$ cat src/rtl/s2x_pkg.sv
`timescale 1ns / 1ps
`default_nettype none
// ============================================================================
// s2x_pkg - Scale2x upscaler shared definitions
// Field widths, register indexes, queue geometry and the job record that
// travels from the window front end to the rule back end.
// ============================================================================
package s2x_pkg;

    localparam int PIX_W         = 32;
    localparam int GEOM_W        = 11;
    localparam int POS_W         = 10;
    localparam int HEIGHT_LIMIT  = 1024;
    localparam int MAX_WIDTH_DEF = 1024;
    localparam int CFG_INDEX_W   = 8;
    localparam int QUEUE_DEPTH   = 2;
    localparam int QUEUE_AW      = $clog2(QUEUE_DEPTH);

    localparam logic [CFG_INDEX_W-1:0] REG_IMAGE_WIDTH  = 8'd0;
    localparam logic [CFG_INDEX_W-1:0] REG_IMAGE_HEIGHT = 8'd1;

    localparam logic [GEOM_W-1:0] GEOM_RESET = 11'd1024;

    typedef logic [PIX_W-1:0] pixel_t;

    typedef struct packed {
        pixel_t             b;
        pixel_t             d;
        pixel_t             e;
        pixel_t             f;
        pixel_t             h;
        logic [POS_W-1:0]   col;
        logic [POS_W-1:0]   row;
        logic               last;
    } job_t;

endpackage
`default_nettype wire

$ cat src/rtl/s2x_queue.sv
`timescale 1ns / 1ps
`default_nettype none
// ============================================================================
// s2x_queue - job queue
// Short first-in first-out store between the window front end and the rule
// back end so that each side stalls on its own.
// ============================================================================
module s2x_queue (
    input  wire logic                           clk,
    input  wire logic                           rst_n,
    input  wire logic                           push,
    input  wire s2x_pkg::job_t                  din,
    output      logic                           room,
    input  wire logic                           pop,
    output      s2x_pkg::job_t                  dout,
    output      logic                           avail,
    output      logic [s2x_pkg::QUEUE_AW:0]     level
);
    import s2x_pkg::*;

    job_t                   entry_reg [QUEUE_DEPTH];
    logic [QUEUE_AW-1:0]    wr_ptr_reg;
    logic [QUEUE_AW-1:0]    rd_ptr_reg;
    logic [QUEUE_AW:0]      level_reg;

    assign room  = (level_reg != (QUEUE_AW + 1)'(QUEUE_DEPTH));
    assign avail = (level_reg != '0);
    assign dout  = entry_reg[rd_ptr_reg];
    assign level = level_reg;

    function automatic logic [QUEUE_AW-1:0] ptr_inc(input logic [QUEUE_AW-1:0] p);
        logic [QUEUE_AW-1:0] n;
        n = (p == QUEUE_AW'(QUEUE_DEPTH - 1)) ? '0 : p + QUEUE_AW'(1);
        return n;
    endfunction

    always_ff @(posedge clk or negedge rst_n)
    begin
        if (!rst_n)
        begin
            wr_ptr_reg <= '0;
            rd_ptr_reg <= '0;
            level_reg  <= '0;
        end
        else
        begin
            if (push)
            begin
                wr_ptr_reg <= ptr_inc(wr_ptr_reg);
            end
            if (pop)
            begin
                rd_ptr_reg <= ptr_inc(rd_ptr_reg);
            end
            if (push && !pop)
            begin
                level_reg <= level_reg + (QUEUE_AW + 1)'(1);
            end
            else if (pop && !push)
            begin
                level_reg <= level_reg - (QUEUE_AW + 1)'(1);
            end
        end
    end

    always_ff @(posedge clk)
    begin
        if (push)
        begin
            entry_reg[wr_ptr_reg] <= din;
        end
    end

endmodule
`default_nettype wire

$ cat config.mk
export PLATFORM = sky130hd
export DESIGN_NAME = s2x_queue
export DESIGN_NICKNAME = d
export VERILOG_FILES = /design/src/rtl/s2x_pkg.sv /design/src/rtl/s2x_queue.sv
export SDC_FILE = /design/constraint.sdc
export NUM_CORES = 1
export LEC_CHECK = 0
export ABC_AREA = 1
export BUFFER_PORTS_ARGS = -buffer_cell sky130_fd_sc_hd__buf_4
export CAP_MARGIN = 20
export CORE_AREA = 5 5 197 199
export CTS_CLUSTER_DIAMETER = 50
export CTS_CLUSTER_SIZE = 25
export DETAILED_ROUTE_END_ITERATION = 10
export DIE_AREA = 0 0 202 204
export PLACE_DENSITY = 0.62
export SLEW_MARGIN = 20
export SYNTH_ARGS = -nofsm -noshare
export SYNTH_HDL_FRONTEND = slang
export SYNTH_SLANG_ARGS = --single-unit
$ cat constraint.sdc
create_clock -name clk -period 12.9 [get_ports clk]
set_clock_uncertainty 0.15 [all_clocks]
set_input_delay 1.935 -clock clk [delete_from_list [all_inputs] [get_ports clk]]
set_output_delay 1.935 -clock clk [all_outputs]
set_load 0.005 [all_outputs]
==> summary.txt <==
CTS clk-pin slew, worst paths - 60 ps
Vias - 6,737
Clock Latency Late Sink - 500 ps
Startpoint Class - flip-flop
DRT Wirelength - 29.0 mm
Psw - 1010 µW
antenna viol nets, final - 0
Critical Path Fanout Max - 64
Final Util - 47.9%
worst vdd ir - 0.131 mV
Tightest Hold Check Type - flip-flop to flip-flop
Max-Cap Viols - 0
Synth Instances - 588
Area growth syn-to-layout - 32.7%
met2 wire len - 14.5 mm
Pleak - 0.00662 µW
proportion of layout cells with a drive suffix above 1 - 61.2%
vias in the first global route - 7,428
syn avg cell area - 22.8 µm²
final worst slack - 7880 ps
CP top delay family - buffers and inverters
Worst Max-Slew Pin Slew - 1020 ps
FF+latch count, synth - 366
crit-path cells - buf_4 -> mux2_2 -> buf_4
fmax - 199 MHz
crit-path most repeated cell - buf_4
Yosys warnings - 0
fin crit period - 5020 ps
register area share after synthesis - 82.0%
Synth cell types - 13
Num CTS Buffers - 38
Cell Rows - 71
Initial DRC Count - 293
cell with the most instances after synthesis - edfxtp_1
combinational power share - 28.2%
top-area cell type share of the netlist area - 81.3%
pin count of the biggest net entering global routing - 72
RD Place Congestion - 0.753
status - completed
HPWL reported at the end of detailed placement - 19.6 mm
crit-path max cell delay - 930 ps
first-pass GRT wire length - 43.5 mm
post-route setup TNS - 0 ps
clock sinks - 366
ys flop type - edfxtp_1
Root Buffer Master - clkbuf_16
met1 WL - 11.4 mm
WS Path Type - flip-flop to output port
Async SR Flop Fraction - 1.09%
initial antenna violation count - 4
total design power - 3760 µW
Data required, critical path - 10,810 ps
max reg flops - 362
Setup-failing EPs final - 0
CTS tree - yes
WP buf/inv - 2
post-CTS sizing - 0
Area contributors post-synth - edfxtp_1 81%, mux2_2 15%, clkbuf_8 1.5%
Post-Syn Area - 0.0134 mm²
starting density of the core - 36.1%
dominant cell type by area after synthesis - edfxtp_1
via/cell ratio - 4.52
DP Worst Slack - 8350 ps
Post-synth EDFFs - 362
DRC viols - 0
CTS Hold Bufs - 0
critical path's slowest cell - dfrtp_4
gr ovfl total - 0
Crit. End Element - output port
Highest Signal Layer - met5
Power Internal - 2750 µW
clock share of power - 27.6%
RSZ-0062 raised after global routing - no
CORE AREA - 0.0370 mm²
total placed instance area - 0.0165 mm²
H-tree Lvls - 2
Design Area, Final - 0.0178 mm²
Arr. time, crit path - 2940 ps
Avg WL per Cell - 19.5 µm
I/O pins - 370
drt first pass iters - 4
Seq pwr share - 44.2%
Final Hold Fails - 0
routed wl met3 - 2.24 mm
die height - 204 µm
net count after synthesis - 774
chip width - 202 µm
pwr dens - 212 mW/mm²
die area - 0.0412 mm²
crit share post-route - 39.0%
Post-CTS Setup Bufs - 0
Max Root-Sink Buffers - 3
input/output buffers - 369
Synth top cells by count - 362 x edfxtp_1, 181 x mux2_2, 15 x clkbuf_8
Worst slew margin - 31.9%
final slew viol count - 0
Total GRT Usage - 13.5%
Switching Share - 26.8%
Final nets - 1,170
## final timing paths
check	depth (start not counted)	startpoint	end	slack [ps]
max	3	rd_ptr_reg$_DFFE_PN0P_	dout[75]	7880
max reg2reg	3	wr_ptr_reg$_DFFE_PN0P_	entry_reg[1][177]$_DFFE_PP_	10340
min	1	wr_ptr_reg$_DFFE_PN0P_	wr_ptr_reg$_DFFE_PN0P_	400
max in group asynchronous	1	rst_n	rd_ptr_reg$_DFFE_PN0P_	11420
min in group asynchronous	1	rst_n	level[1]$_DFFE_PN0P_	1070
min reg2reg	1	wr_ptr_reg$_DFFE_PN0P_	wr_ptr_reg$_DFFE_PN0P_	400
## worst register-to-register path: cells and delay by family, from the launching register on
| kind | cells | cell delay [ps] |
|---|---|---|
| simple gates | 1 | 140 |
| buf+inv | 2 | 1410 |
| flops | 1 | 420 |
## cells by family after synthesis
| family | share of synthesized area [%] |
|---|---|
| xor+xnor | 0.196 |
| fa+ha+maj | 0.0935 |
| buf+inv | 2.16 |
| flops | 82.0 |
| mux | 15.2 |
| simple gates | 0.309 |
## routing by layer
metal / global-route usage (%) / vias to the layer above
li1: - / 3133
met1: 16.2 / 3317
met2: 22.8 / 232
met3: 4.60 / 53
met4: 5.20 / 2
met5: 0 / -
## power by group through the flow
stage          Sequential (µW)  Clock [µW]  Combinational, µW
6_report                  1660        1040               1060
5_1_grt                   1680        1130               1150
4_1_cts                   1660        1070               1090
3_5_place_dp              1690           0               1090
3_3_place_gp              1680           0               1090
2_1_floorplan             1690           0                597
## layout by cell type (no fill, tap or decap)
master,count
buf_4,376
bufinv_16,1
clkbuf_1,3
clkbuf_16,39
clkinv_1,5
clkinv_2,4
clkinv_4,1
clkinv_8,1
clkinvlp_4,3
dfrtp_1,3
dfrtp_4,1
diode_2,4
edfxtp_1,362
ha_1,1
inv_1,6
inv_6,10
inv_8,1
mux2_2,181
nand2_1,7
nand3_1,1
nand4_1,1
nor2_4,1
xnor2_1,1
xor2_1,2
## metrics by stage
stage                     cells  hold WS (ps)
after floorplan             588           313
after global placement     1418           359
after detailed placement   1418           376
after CTS                  1485           397
after global routing       1488           431
final                      1489           396
## area by class of cell
cell class / count / area (µm²)
Antenna cell: 4 / 10.0
Clock buffer: 42 / 987
Clock inverter: 25 / 206
Fill cell: 3138 / 19300
Inverter: 7 / 31.3
Multi-Input combinational cell: 195 / 2130
Sequential cell: 366 / 11000
Tap cell: 474 / 593
Timing Repair Buffer: 376 / 2820
(Power assumes the default switching activity.)
