<file path="src/rtl/s2x_pkg.sv">
`timescale 1ns / 1ps
`default_nettype none
// ============================================================================
// s2x_pkg - Scale2x upscaler shared definitions
// Field widths, register indexes, queue geometry and the job record that
// travels from the window front end to the rule back end.
// ============================================================================
package s2x_pkg;

    localparam int PIX_W         = 32;
    localparam int GEOM_W        = 11;
    localparam int POS_W         = 10;
    localparam int HEIGHT_LIMIT  = 1024;
    localparam int MAX_WIDTH_DEF = 1024;
    localparam int CFG_INDEX_W   = 8;
    localparam int QUEUE_DEPTH   = 2;
    localparam int QUEUE_AW      = $clog2(QUEUE_DEPTH);

    localparam logic [CFG_INDEX_W-1:0] REG_IMAGE_WIDTH  = 8'd0;
    localparam logic [CFG_INDEX_W-1:0] REG_IMAGE_HEIGHT = 8'd1;

    localparam logic [GEOM_W-1:0] GEOM_RESET = 11'd1024;

    typedef logic [PIX_W-1:0] pixel_t;

    typedef struct packed {
        pixel_t             b;
        pixel_t             d;
        pixel_t             e;
        pixel_t             f;
        pixel_t             h;
        logic [POS_W-1:0]   col;
        logic [POS_W-1:0]   row;
        logic               last;
    } job_t;

endpackage
`default_nettype wire

</file>
<file path="src/rtl/s2x_back.sv">
`timescale 1ns / 1ps
`default_nettype none
// ============================================================================
// s2x_back - Scale2x rule stage
// Applies the edge equality rules to one neighborhood job and holds the four
// doubled pixels in the output register until taken.
// ============================================================================
module s2x_back (
    input  wire logic                           clk,
    input  wire logic                           rst_n,
    input  wire logic                           job_avail,
    input  wire s2x_pkg::job_t                  job,
    output      logic                           job_pop,
    output      logic                           result_valid,
    input  wire logic                           result_ready,
    output      logic [s2x_pkg::PIX_W-1:0]      out_nw,
    output      logic [s2x_pkg::PIX_W-1:0]      out_ne,
    output      logic [s2x_pkg::PIX_W-1:0]      out_sw,
    output      logic [s2x_pkg::PIX_W-1:0]      out_se,
    output      logic [s2x_pkg::POS_W-1:0]      src_col,
    output      logic [s2x_pkg::POS_W-1:0]      src_row,
    output      logic                           frame_end
);
    import s2x_pkg::*;

    logic               valid_reg;
    pixel_t             nw_reg;
    pixel_t             ne_reg;
    pixel_t             sw_reg;
    pixel_t             se_reg;
    logic [POS_W-1:0]   col_reg;
    logic [POS_W-1:0]   row_reg;
    logic               last_reg;

    logic               open;
    pixel_t             nw_next;
    pixel_t             ne_next;
    pixel_t             sw_next;
    pixel_t             se_next;

    assign job_pop = job_avail && (!valid_reg || result_ready);

    always_comb
    begin
        open    = (job.b != job.h) && (job.d != job.f);
        nw_next = (open && job.d == job.b) ? job.d : job.e;
        ne_next = (open && job.b == job.f) ? job.f : job.e;
        sw_next = (open && job.d == job.h) ? job.d : job.e;
        se_next = (open && job.h == job.f) ? job.f : job.e;
    end

    always_ff @(posedge clk or negedge rst_n)
    begin
        if (!rst_n)
        begin
            valid_reg <= 1'b0;
        end
        else if (job_pop)
        begin
            valid_reg <= 1'b1;
        end
        else if (result_ready)
        begin
            valid_reg <= 1'b0;
        end
    end

    always_ff @(posedge clk)
    begin
        if (job_pop)
        begin
            nw_reg   <= nw_next;
            ne_reg   <= ne_next;
            sw_reg   <= sw_next;
            se_reg   <= se_next;
            col_reg  <= job.col;
            row_reg  <= job.row;
            last_reg <= job.last;
        end
    end

    assign result_valid = valid_reg;
    assign out_nw       = nw_reg;
    assign out_ne       = ne_reg;
    assign out_sw       = sw_reg;
    assign out_se       = se_reg;
    assign src_col      = col_reg;
    assign src_row      = row_reg;
    assign frame_end    = last_reg;

endmodule
`default_nettype wire

</file>
<file path="config.mk">
export PLATFORM = sky130hd
export DESIGN_NAME = s2x_back
export DESIGN_NICKNAME = d
export VERILOG_FILES = /design/src/rtl/s2x_pkg.sv /design/src/rtl/s2x_back.sv
export SDC_FILE = /design/constraint.sdc
export NUM_CORES = 1
export LEC_CHECK = 0
export ABC_AREA = 0
export BUFFER_PORTS_ARGS = -buffer_cell sky130_fd_sc_hd__buf_2
export CORE_MARGIN = 3
export CORE_UTILIZATION = 25
export DETAILED_ROUTE_END_ITERATION = 16
export GPL_TIMING_DRIVEN = 0
export PLACE_DENSITY_LB_ADDON = 0.25
export RECOVER_POWER = 25
export SLEW_MARGIN = 15
export SYNTH_ARGS = -nofsm -noshare
export SYNTH_HDL_FRONTEND = slang
export SYNTH_SLANG_ARGS = --single-unit
</file>
<file path="constraint.sdc">
create_clock -name clk -period 4.45 [get_ports clk]
set_input_delay 0.2225 -clock clk [delete_from_list [all_inputs] [get_ports clk]]
set_output_delay 0.2225 -clock clk [all_outputs]
set_load 0.05 [all_outputs]
</file>
==> results.toml, run 1 <==
[worst_hold_path]
hold_class = "input pin to flip-flop"

[setup_path]
max_stage_delay_ns = 0.60
worstPathCellList = "buf_2 -> xor2_1 -> nor4_1 -> nand4_1 -> nor3_4 -> buf_12 -> mux2_4"
worst-endpoint-arrival_ns = 2.55
end_kind = "flip-flop"
crit_required_ns = 4.63
critical_path_peak_fanout = 10
cp-start-kind = "input pin"
worstSetupPathType = "input pin to flip-flop"
slowest_stage = "nor3_4"

[cts]
clock-sinks = 150
htreeDepth = 4
root_buffer = "clkbuf_16"
cts_made_buffers = 17
clk_path_buf_depth = 2
clk_latency_ns = 0.43
clkTransAtPathRegs_ns = 0.06
postCtsSetupRepairBufs = 0
cts_tree = "yes"

[yosys]
synth_area_per_cell_um2 = 16.03
synth.most_common_cell = "xor2_1"
synth_edf_count = 149
synth_top_area_share_pct = 50.74
synth-main-ff-cell = "edfxtp_1"
synth_top_area_cell = "edfxtp_1"
yosysWarnings = 0
syn-cell-area_um2 = 8817
yosys-top-cells-count = "xor2_1, edfxtp_1, mux2_4"
async_reset_ff_share_pct = 0.6667
syn_nets = 735
synth_cell_types = 13
synth_seq_cells = 150
netlist_instances = 550
yosysSeqAreaShare_pct = 51.03
netlist_top_cells_area = "edfxtp_1, mux2_4, xor2_1"

[floorplanning]
dieArea_um2 = 37560
coreArea_um2 = 34630
die_w_um = 193.8
io_pins = 336
dieHeight_um = 193.8
rows = 68
initial_core_util_pct = 25.46

[grt]
grt_pass1_wl_mm = 44.51
antenna_found_initial = 21
grt_pass1_vias = 6468
grt_max_degree = 63
grtUsageTotal_pct = 16.65
grt_overflow = 0

[timing]
hold_viol_final = 0
slew_violations = 0
period_needed_ns = 2.366
relSlewSlack_pct = 52.11
holdWs_ns = 0.07096
clock_skew_ns = 0.006972
fin_tns_setup_ns = 0
rsz0062_at_grt = "false"
fin_crit_sh_pct = 53.16
worstMarginPinSlew_ns = 0.7160
fmax_mhz = 422.7
setup_slack_ns = 2.084
setup_viol = 0

[pwr]
ir_drop_mv = 0.2637
p_leak_uw = 0.004710
p_per_area_nw_per_um2 = 344.2

[route]
drt_iter0_drc = 334
route.detailed.drc = 0
vias = 6112
ant_nets = 0
via_per_inst = 4.344
wl_mm = 32.16
wire_per_inst_um = 22.86
first_pass_iters = 4

[finish]
fin_nets = 1114
final_core_util_pct = 34.35
multi_input_area_um2 = 4080
seqCellArea_um2 = 4499
drive_gt1_share_pct = 44.90
fillCellCount = 3557
area_growth_pct = 34.92
design_area_um2 = 11900

[placement]
pre_cts_ws_ns = 1.630
placed_cell_area_um2 = 11120
gp_congestion = 0.8804
hpwl_mm = 25.87
port_buffers = 335

[run_status]
status = "finished clean"

[flow_run]
drv_cap = 0
-- cell families (layout without fill, tap and decap cells) --
family / count (synthesis) / in the layout / share of synthesized area, %
AOI/OAI and AO/OA: 1 / 1 / 0.2271
xor gates and xnor gates: 192 / 192 / 19.07
muxes: 128 / 128 / 21.46
and+or+nand+nor: 67 / 67 / 5.492
buffers and inverters: 12 / 404 / 2.725
other: 0 / 10 / 0
DFF: 150 / 150 / 51.03
-- path summary, 6_finish.rpt --
kind,depth (start not counted),slack [ns],start,end
worst max register to register,3,2.72,result_valid,out_se[2]
worst max-delay path,7,2.08,job[117],out_sw[1]
worst min register to register,2,0.52,result_valid,result_valid
max in group asynchronous,2,4.28,rst_n,result_valid
worst min-delay path,3,0.07,result_ready,result_valid
min in group asynchronous,2,0.09,rst_n,result_valid
-- critical path, delay by kind of cell --
kind / cells / cell delay (ns)
simple gates: 3 / 1.42
xor+xnor: 1 / 0.18
mux: 1 / 0.31
buf+inv: 2 / 0.40
-- per-stage QoR --
stage,cells,total power (µW)
after floorplan,550,2202
after global placement,1340,2533
after detailed placement,1342,2537
after CTS,1397,4164
after global routing,1406,4263
final,1407,4095
-- timing repair --
| action | 4_1_cts | 5_1_grt |
|---|---|---|
| hold buffers | 23 | 0 |
| resized for setup | 0 | 0 |
| hold endpoints to repair | 23 | 0 |
-- placed cells by master, fill, tap and decap left out, types with 12 or more instances in the layout --
master,synthesis,final
clkbuf_1,0,93
buf_2,0,242
xor2_1,192,192
nand4_1,12,12
mux2_4,120,120
clkbuf_16,0,17
nor4_1,44,44
buf_12,12,12
dlygate4sd3_1,0,23
edfxtp_1,149,149
-- power by group --
| group | internal (µW) | switching, µW | leakage (µW) |
|---|---|---|---|
| Clock | 990 | 595 | 0.000299 |
| Sequential | 1650 | 19.0 | 0.00143 |
| Combinational | 267 | 575 | 0.00298 |
| Total | 2910 | 1190 | 0.00471 |
-- state kept, by name, summed over array words and instances (netlist names) --
name	count
out_sw	32
result_valid	1
src_col	10
out_nw	32
src_row	10
out_ne	32
out_se	32
frame_end	1
-- layer usage --
| layer | vias to the layer above | GRT usage (%) | share of wire, % |
|---|---|---|---|
| met5 | - | 0 | 0.44 |
| met2 | 237 | 27.68 | 49 |
| li1 | 2834 | - | - |
| met3 | 53 | 5.925 | 7.4 |
| met4 | 22 | 6.349 | 2.0 |
| met1 | 2966 | 19.81 | 42 |
-- final cells by class --
| class | count | share of cell area [%] |
|---|---|---|
| clock inverters | 14 | 1.735 |
| plain buffers | 12 | 2.019 |
| multi-input cells | 388 | 34.30 |
| diodes | 10 | 0.2103 |
| well taps | 455 | 4.785 |
| clock buffers | 18 | 3.607 |
| flip-flops and latches | 150 | 37.82 |
| repair buffers | 360 | 15.52 |
Note: power is estimated with default switching activity, not from simulation.
==> inputs of run 2 (changes only) <==
==> constraint.sdc (replaced) <==
create_clock -name clk -period 2.4 [get_ports clk]
set_input_delay 0.12 -clock clk [delete_from_list [all_inputs] [get_ports clk]]
set_output_delay 0.12 -clock clk [all_outputs]
set_load 0.05 [all_outputs]
==> run 2 against run 1 <==
Cell area increased by 1.2%. Worst setup slack got worse by 2.1 ns. Non-clock buffer count increased by 18. Power increased by 81%. Via count increased by 0.39%. Routed wire length decreased by 0.54%. Hold slack got worse by 0.033 ns. Sequential power increased by 85%.
==> results.toml, run 2 (synthesis gave the netlist of run 1 again) <==
[run_status]
status = "finished clean"

[grt]
grt_max_degree = 62
grt_overflow = 0
grt_pass1_vias = 6362
grtUsageTotal_pct = 16.67
antenna_found_initial = 24
grt_pass1_wl_mm = 44.70

[pwr]
p_leak_uw = 0.004767
ir_drop_mv = 0.4793
power_uw = 7409
p_per_area_nw_per_um2 = 615.2

[cts]
ctsResizeCount = 0
clk_path_buf_depth = 2
cts_tree = "yes"
postCtsSetupRepairBufs = 0
clk_latency_ns = 0.44
cts_made_buffers = 17
clkTransAtPathRegs_ns = 0.06
root_buffer = "clkbuf_16"
clock-sinks = 150
htreeDepth = 4
cts_hold_buf = 41

[placement]
gp_congestion = 0.8913
hpwl_mm = 25.93
port_buffers = 335
placedCellCount = 1342

[floorplanning]
coreArea_um2 = 34630
rows = 68
io_pins = 336
die_w_um = 193.8
dieHeight_um = 193.8
dieArea_um2 = 37560
initial_core_util_pct = 25.46

[route]
wire_per_inst_um = 22.40
route.detailed.drc = 0
via_per_inst = 4.297
first_pass_iters = 4
wl_mm = 31.98
vias = 6136
drt_iter0_drc = 327
ant_nets = 0

[timing]
clock_skew_ns = 0.01477
rsz0062_at_grt = "false"
setup_viol = 0
relSlewSlack_pct = 50.49
fmax_mhz = 422.0
period_needed_ns = 2.370
slew_violations = 0
fin_crit_sh_pct = 98.74
worstMarginPinSlew_ns = 0.7402
holdWs_ns = 0.03780
fin_tns_setup_ns = 0
hold_viol_final = 0

[finish]
final_core_util_pct = 34.78
multi_input_area_um2 = 4080
area_growth_pct = 36.60
seqCellArea_um2 = 4499
fillCellCount = 3565
mostFrequentLayoutCell = "buf_2"
fin_nets = 1132
drive_gt1_share_pct = 44.38
final_cell_mix = "buf_2, xor2_1, edfxtp_1, mux2_4, clkbuf_1"
fin_cells = 1428

[setup_path]
worst-path-buf-inv = 2
max_stage_delay_ns = 0.65
slowest_stage = "nor3_4"
worstSetupPathType = "input pin to flip-flop"
end_kind = "flip-flop"
crit_required_ns = 2.58
worstPathCellList = "buf_2 -> xor2_1 -> nor4_1 -> nand4_1 -> nor3_4 -> buf_12 -> mux2_4"
cp-start-kind = "input pin"
critPathTopFamily = "simple AND/OR/NAND/NOR gates"
critical_path_peak_fanout = 10
worst-endpoint-arrival_ns = 2.55

[worst_hold_path]
hold_class = "input pin to flip-flop"

[flow_run]
drv_cap = 0
[run 2: cell types whose count changed in the layout (fill, tap and decap cells not counted), moves of 3 or more]
cell | previous run | this run
dlygate4sd3_1 | 23 | 41
bufinv_16 | 5 | 2
clkinv_1 | 3 | 0
clkinv_4 | 1 | 4
diode_2 | 10 | 13
[run 2: area by class of cell]
cell class	count	share of cell area, %
clock inverters	15	1.423
flip-flops and latches	150	37.36
multi-input cells	388	33.88
clock buffers	17	3.532
diodes	13	0.2701
plain buffers	12	1.995
repair buffers	378	16.82
well taps	455	4.727
[run 2: final timing paths]
kind	from	cells after the start	slack, ns	to
setup reg to reg	result_valid	3	0.72	out_ne[9]
hold / removal	job[98]	2	0.04	out_nw[13]
min in group asynchronous	rst_n	3	0.52	result_valid
max in group asynchronous	rst_n	3	1.78	result_valid
setup / recovery	job[117]	7	0.03	out_sw[28]
hold reg to reg	result_valid	2	0.96	src_col[3]
[run 2: stage by stage]
step / cell area [µm²] / setup slack, ns
6_report: 12040 / 0.03023
5_1_grt: 12040 / 0.06547
4_1_cts: 12130 / 0.1264
3_5_place_dp: 11120 / -0.3735
3_3_place_gp: 11070 / -0.3799
2_1_floorplan: 8820 / 0.06532
[run 2: power breakdown]
group          internal (µW)  leakage (µW)  total (µW)  switching [µW]
Sequential              3050       0.00143        3090            34.4
Clock                   1560      0.000284        2740            1180
Combinational            515       0.00305        1580            1070
Total                   5130       0.00477        7410            2280
[run 2: routing by layer]
metal	share of wire, %	GRT usage (%)	vias to the layer above
met4	1.2	4.366	24
met5	0.47	0	-
met1	42	20.27	2965
met3	7.9	6.447	43
li1	-	-	2884
met2	48	27.80	220
